`src/rtl/core/pta_pkg.sv`:
```
`timescale 1ns / 1ps
// Shared types, constants and helpers for the PID table allocator.
package pta_pkg;

    localparam int ID_COUNT_DEF     = 4096;
    localparam int KERNEL_FIRST_DEF = 256;
    localparam int USER_FIRST_ID    = 1;

    localparam int WORD_W   = 64;              // used-map bits per memory word
    localparam int POS_W    = $clog2(WORD_W);  // bit position inside a word
    localparam int REQ_ID_W = 16;              // target_id width
    localparam int TASK_W   = 12;              // caller, parent and result ID width

    typedef enum logic [1:0] {
        OP_ALLOC_USER = 2'd0,
        OP_ALLOC_KERN = 2'd1,
        OP_FREE       = 2'd2,
        OP_LOOKUP     = 2'd3
    } t_opcode;

    typedef enum logic [2:0] {
        ST_OK        = 3'd0,
        ST_RANGE     = 3'd1,
        ST_UNMAPPED  = 3'd2,
        ST_DENIED    = 3'd3,
        ST_EXHAUSTED = 3'd4
    } t_status;

    typedef struct packed {
        t_opcode               opcode;
        logic [REQ_ID_W-1:0]   target_id;
        logic [TASK_W-1:0]     parent_id;
        logic                  check_owner;
        logic [TASK_W-1:0]     caller_id;
    } t_req;

    typedef struct packed {
        logic [TASK_W-1:0] result_id;
        t_status           status;
    } t_rsp;

    // controller -> datapath
    typedef struct packed {
        logic load;      // capture item, issue first reads
        logic clr_step;  // clear one used-map word
        logic check_en;  // resolve free / lookup and answer
        logic scan_en;   // examine one used-map word of an allocation
    } t_cmd;

    // datapath -> controller
    typedef struct packed {
        logic clr_last;  // clearing pass is at its last word
        logic alloc;     // item on the request port is an allocation
        logic scan_end;  // free bit found or last word examined
    } t_stat;

    function automatic logic f_is_alloc(input t_opcode op);
        return (op == OP_ALLOC_USER) || (op == OP_ALLOC_KERN);
    endfunction

    // ID that a free or lookup names: target 0 is the current task
    function automatic logic [REQ_ID_W-1:0] f_res_index(input t_req req);
        logic [REQ_ID_W-1:0] idx;
        if (req.target_id == '0) begin
            idx = REQ_ID_W'(req.caller_id);
        end else begin
            idx = req.target_id;
        end
        return idx;
    endfunction

endpackage

```
`src/rtl/core/pta_ctrl.sv`:
```
`timescale 1ns / 1ps
// Sequencing state machine of the PID table allocator.
module pta_ctrl
    import pta_pkg::*;
(
    input  logic  i_clk,
    input  logic  i_rst_n,
    input  logic  i_start,
    input  t_stat i_stat,
    output logic  o_busy,
    output t_cmd  o_cmd
);

    typedef enum logic [3:0] {
        S_CLEAR = 4'b0001,
        S_IDLE  = 4'b0010,
        S_CHECK = 4'b0100,
        S_SCAN  = 4'b1000
    } t_state;

    t_state r_state;
    t_state n_state;

    always_ff @(posedge i_clk) begin
        if (!i_rst_n) begin
            r_state <= S_CLEAR;
        end else begin
            r_state <= n_state;
        end
    end

    always_comb begin
        n_state = r_state;
        o_cmd   = '0;
        unique case (r_state)
            S_CLEAR: begin
                o_cmd.clr_step = 1'b1;
                if (i_stat.clr_last) begin
                    n_state = S_IDLE;
                end
            end
            S_IDLE: begin
                if (i_start) begin
                    o_cmd.load = 1'b1;
                    n_state    = i_stat.alloc ? S_SCAN : S_CHECK;
                end
            end
            S_CHECK: begin
                o_cmd.check_en = 1'b1;
                n_state        = S_IDLE;
            end
            S_SCAN: begin
                o_cmd.scan_en = 1'b1;
                if (i_stat.scan_end) begin
                    n_state = S_IDLE;
                end
            end
            default: begin
                n_state = S_CLEAR;
            end
        endcase
    end

    assign o_busy = (r_state != S_IDLE);

endmodule

```
`config.mk`:
```
export PLATFORM = sky130hd
export DESIGN_NAME = pta_ctrl
export DESIGN_NICKNAME = d
export VERILOG_FILES = /design/src/rtl/core/pta_pkg.sv /design/src/rtl/core/pta_ctrl.sv
export SDC_FILE = /design/constraint.sdc
export NUM_CORES = 1
export LEC_CHECK = 0
export BUFFER_PORTS_ARGS = -buffer_cell sky130_fd_sc_hd__buf_2
export CELL_PAD_IN_SITES_DETAIL_PLACEMENT = 1
export CELL_PAD_IN_SITES_GLOBAL_PLACEMENT = 2
export CORE_AREA = 2 2 39 41
export DETAILED_ROUTE_END_ITERATION = 8
export DIE_AREA = 0 0 41 43
export GPL_TIMING_DRIVEN = 0
export PLACE_DENSITY_LB_ADDON = 0.08
export SYNTH_ARGS = -nofsm -noshare
export SYNTH_HDL_FRONTEND = slang
export SYNTH_SLANG_ARGS = --single-unit
export TNS_END_PERCENT = 100
```
`constraint.sdc`:
```
create_clock -name i_clk -period 1.45 [get_ports i_clk]
set_clock_uncertainty 0.1 [all_clocks]
set_input_delay 0.145 -clock i_clk [delete_from_list [all_inputs] [get_ports i_clk]]
set_output_delay 0.145 -clock i_clk [all_outputs]
set_load 0.005 [all_outputs]
```
==> summary.txt <==
Status
  • Status: finished with violations
  • Failing checks: negative setup slack

Synth
  • Synthesized area: 265.3 sq um
  • Syn Inst Count: 29
  • Post-synthesis sequential area ratio: 30.19%
  • Simple-gate share of the synthesized area: 36.79%
  • Synth Area in XOR/XNOR: 3.302%
  • Yosys top cell area share: 30.19%
  • Flops & latches, synth: 4
  • Largest family of logic cells by synthesized area: simple AND/OR/NAND/NOR gates
  • Fraction of the mapped netlist area in compound gates: 17.92%
  • Ys Warns: 0
  • Adder-cell share of the synthesized area: 0%
  • Avg Cell Area, Syn: 9.147 sq um
  • Mux share of post-synthesis cell area: 0%
  • Synth area leaders: dfxtp_1 (30%), nor4b_1 (9.9%), nand2b_1 (4.7%)
  • Post-Syn Nets: 35
  • Distinct cells, synth: 22
  • Most area-hungry cell type in the Yosys netlist: dfxtp_1

Clock tree
  • Clock Sinks: 4
  • Num CTS Buffers: 3
  • Root buf cell: clkbuf_4
  • CTS Hold Bufs: 0
  • H-tree depth: 1
  • Clock slew at reported path FFs: 0.04 ns
  • Maximum clock path buffer count: 2
  • Worst-Skew Late Latency: 0.24 ns
  • CTS tree: done

Pwr
  • Sw power: 93.94 uW
  • Comb pwr share: 24.2%
  • Cell internal pwr: 260.2 uW
  • Peak supply drop: 0.0002284 V
  • Sw frac: 26.52%
  • Leakage: 0.1649 nW
  • PwrDens: 863.0 nW/um^2
  • Clock share of power: 39.7%
  • Reg power frac: 36.1%

STA
  • Final slew viol count: 0
  • Max frequency: 687.4 MHz
  • Final Hold Vio Count: 0
  • RSZ-0062 raised after global routing: yes
  • Min Tclk post-route: 1.455 ns
  • Relative slew slack: 83.78%
  • Setup ws final: -0.004793 ns
  • Period utilisation layout: 100.3%
  • Setup violators final: 1
  • Setup TNS: -0.004793 ns
  • Slew @ Worst Pin: 0.2422 ns

Global route
  • Pin count of the biggest net entering global routing: 10
  • GR Util met2: 15.31%
  • Grt ovf: 0
  • Initial antenna violation count: 0
  • Total track usage: 11.43%
  • Met3 Use GR: 3.665%
  • Layer with the highest usage: met2
  • Vias in the first global route: 280
  • Routing usage on met1: 11.86%
  • First-pass GRT wire length: 1221 microns

Final layout
  • Area Growth Syn to Fin: 54.72%
  • Fill count: 173
  • Multi-input gate area: 202.7 sq um
  • Nets: 49
  • Final Util: 29.66%
  • Post-route cell area: 410.4 sq um
  • Storage cell area: 85.08 sq um
  • Number of flip-flops in the largest register: 4
  • Fin cells: 57
  • # diodes: 0
  • Leading registers by flop count: r_state: 4 flops
  • Share of cells above drive strength 1: 56.10%
  • Largest register by flop count: r_state

Setup path
  • Critical Path End Type: output port
  • Worst EP required: 1.21 ns
  • Critical Path AT: 1.21 ns
  • Setup Crit Path Kind: reg2out
  • CP max FO: 7
  • Startpoint class of the critical path: flip-flop

Detailed routing
  • DRT iter0 DRCs: 3
  • First-pass detailed-route iteration total: 2
  • ANT nets after route: 0
  • DRC: 0
  • DR WL/cell: 13.09 microns
  • Final wirelength: 746 microns
  • Via count: 265
  • Vias per cell: 4.649

Die
  • Initial core utilization: 19.17%
  • Die X: 41 microns
  • Die Y: 43 microns
  • Ports: 11
  • Die Area: 1763 sq um
  • Num rows: 14
  • Core ar.: 1384 sq um

Placed design
  • Post-DP HPWL: 510.1 microns
  • I/O Buffers: 10
  • Cell area after placement: 335.3 sq um
  • Placed insts: 55
  • Routability Congestion: 0.6231

Flow run
  • Max-capacitance violation count: 0

Worst hold path
  • Hold WC Path Type: in2reg
[what timing repair did]
action / 4_1_cts / 5_1_grt
setup buffers: 0 / 0
pin swaps: 0 / 1
endpoints found under the setup margin: 5 / 5
resized for setup: 5 / 8
[synthesized netlist by cell type]
| library cell | instances |
|---|---|
| a311oi_1 | 1 |
| and2_1 | 1 |
| o2111a_1 | 1 |
| nor3_1 | 1 |
| a22oi_1 | 1 |
| nand3_1 | 1 |
| and3b_1 | 1 |
| or4_1 | 1 |
| clkbuf_2 | 1 |
| a21boi_0 | 1 |
| nor4b_1 | 3 |
| dfxtp_1 | 4 |
| buf_6 | 1 |
| or4bb_1 | 1 |
| o21a_1 | 1 |
| xnor2_1 | 1 |
| o21ai_0 | 1 |
| buf_4 | 1 |
| nand2b_1 | 2 |
| or3b_1 | 1 |
| nor2b_1 | 1 |
| inv_1 | 2 |
[final timing paths]
| check | from | endpoint | slack, ns | cells after the start |
|---|---|---|---|---|
| min reg2reg | r_state[2] | r_state[0] | 0.52 | 2 |
| max reg2reg | r_state[1] | r_state[1] | 0.03 | 4 |
| min | i_rst_n | r_state[0] | 0.07 | 2 |
| max | r_state[2] | o_cmd[3] | -0.005 | 3 |
[area by class of cell]
cell class | count | share of cell area, %
Timing Repair Buffer | 10 | 12.20
Buffer | 2 | 5.488
Multi-Input combinational cell | 20 | 49.39
Inverter | 2 | 1.829
Tap cell | 16 | 4.878
Clock buffer | 3 | 5.488
Sequential cell | 4 | 20.73
[critical path: stages, from the launching register on]
cell and delay, ns:
dfxtp_4 0.38, nor4b_4 0.31, and2_4 0.18, buf_2 0.10
[per-stage QoR]
stage / hold slack (ns) / power, mW / setup slack, ns
final: 0.06594 / 0.3542 / -0.004793
after detailed placement: 0.3209 / 0.1998 / -0.01338
after global routing: 0.08870 / 0.3770 / -0.07466
after CTS: 0.06531 / 0.3441 / -0.02102
after global placement: 0.3208 / 0.1991 / -0.02015
after floorplan: 0.1588 / 0.1736 / 0.09555
[kinds of logic after synthesis]
group | count (synthesis)
AO/OA/AOI/OAI | 6
XOR/XNOR | 1
AND/OR/NAND/NOR | 13
buffers and inverters | 5
flip-flops | 4
[placed cells by master, fill, tap and decap left out, types with 2 or more instances in the layout]
cell type	Yosys	final
dfxtp_1	4	2
buf_2	0	10
clkbuf_4	0	3
nor4b_4	0	2
buf_6	1	2
nand2b_1	2	2
inv_1	2	2
[power by group through the flow]
stage / clock [mW] / sequential [mW] / combinational, mW
6_report: 0.141 / 0.128 / 0.0857
5_1_grt: 0.154 / 0.129 / 0.0944
4_1_cts: 0.141 / 0.128 / 0.0747
3_5_place_dp: 0 / 0.122 / 0.0778
3_3_place_gp: 0 / 0.121 / 0.0778
2_1_floorplan: 0 / 0.121 / 0.0527
[per-layer routing]
| metal | wire [microns] | share of wire (%) |
|---|---|---|
| met5 | 0 | 0 |
| met4 | 44 | 5.9 |
| met3 | 36 | 4.8 |
| met2 | 341 | 46 |
| met1 | 324 | 43 |
(Power assumes the default switching activity.)
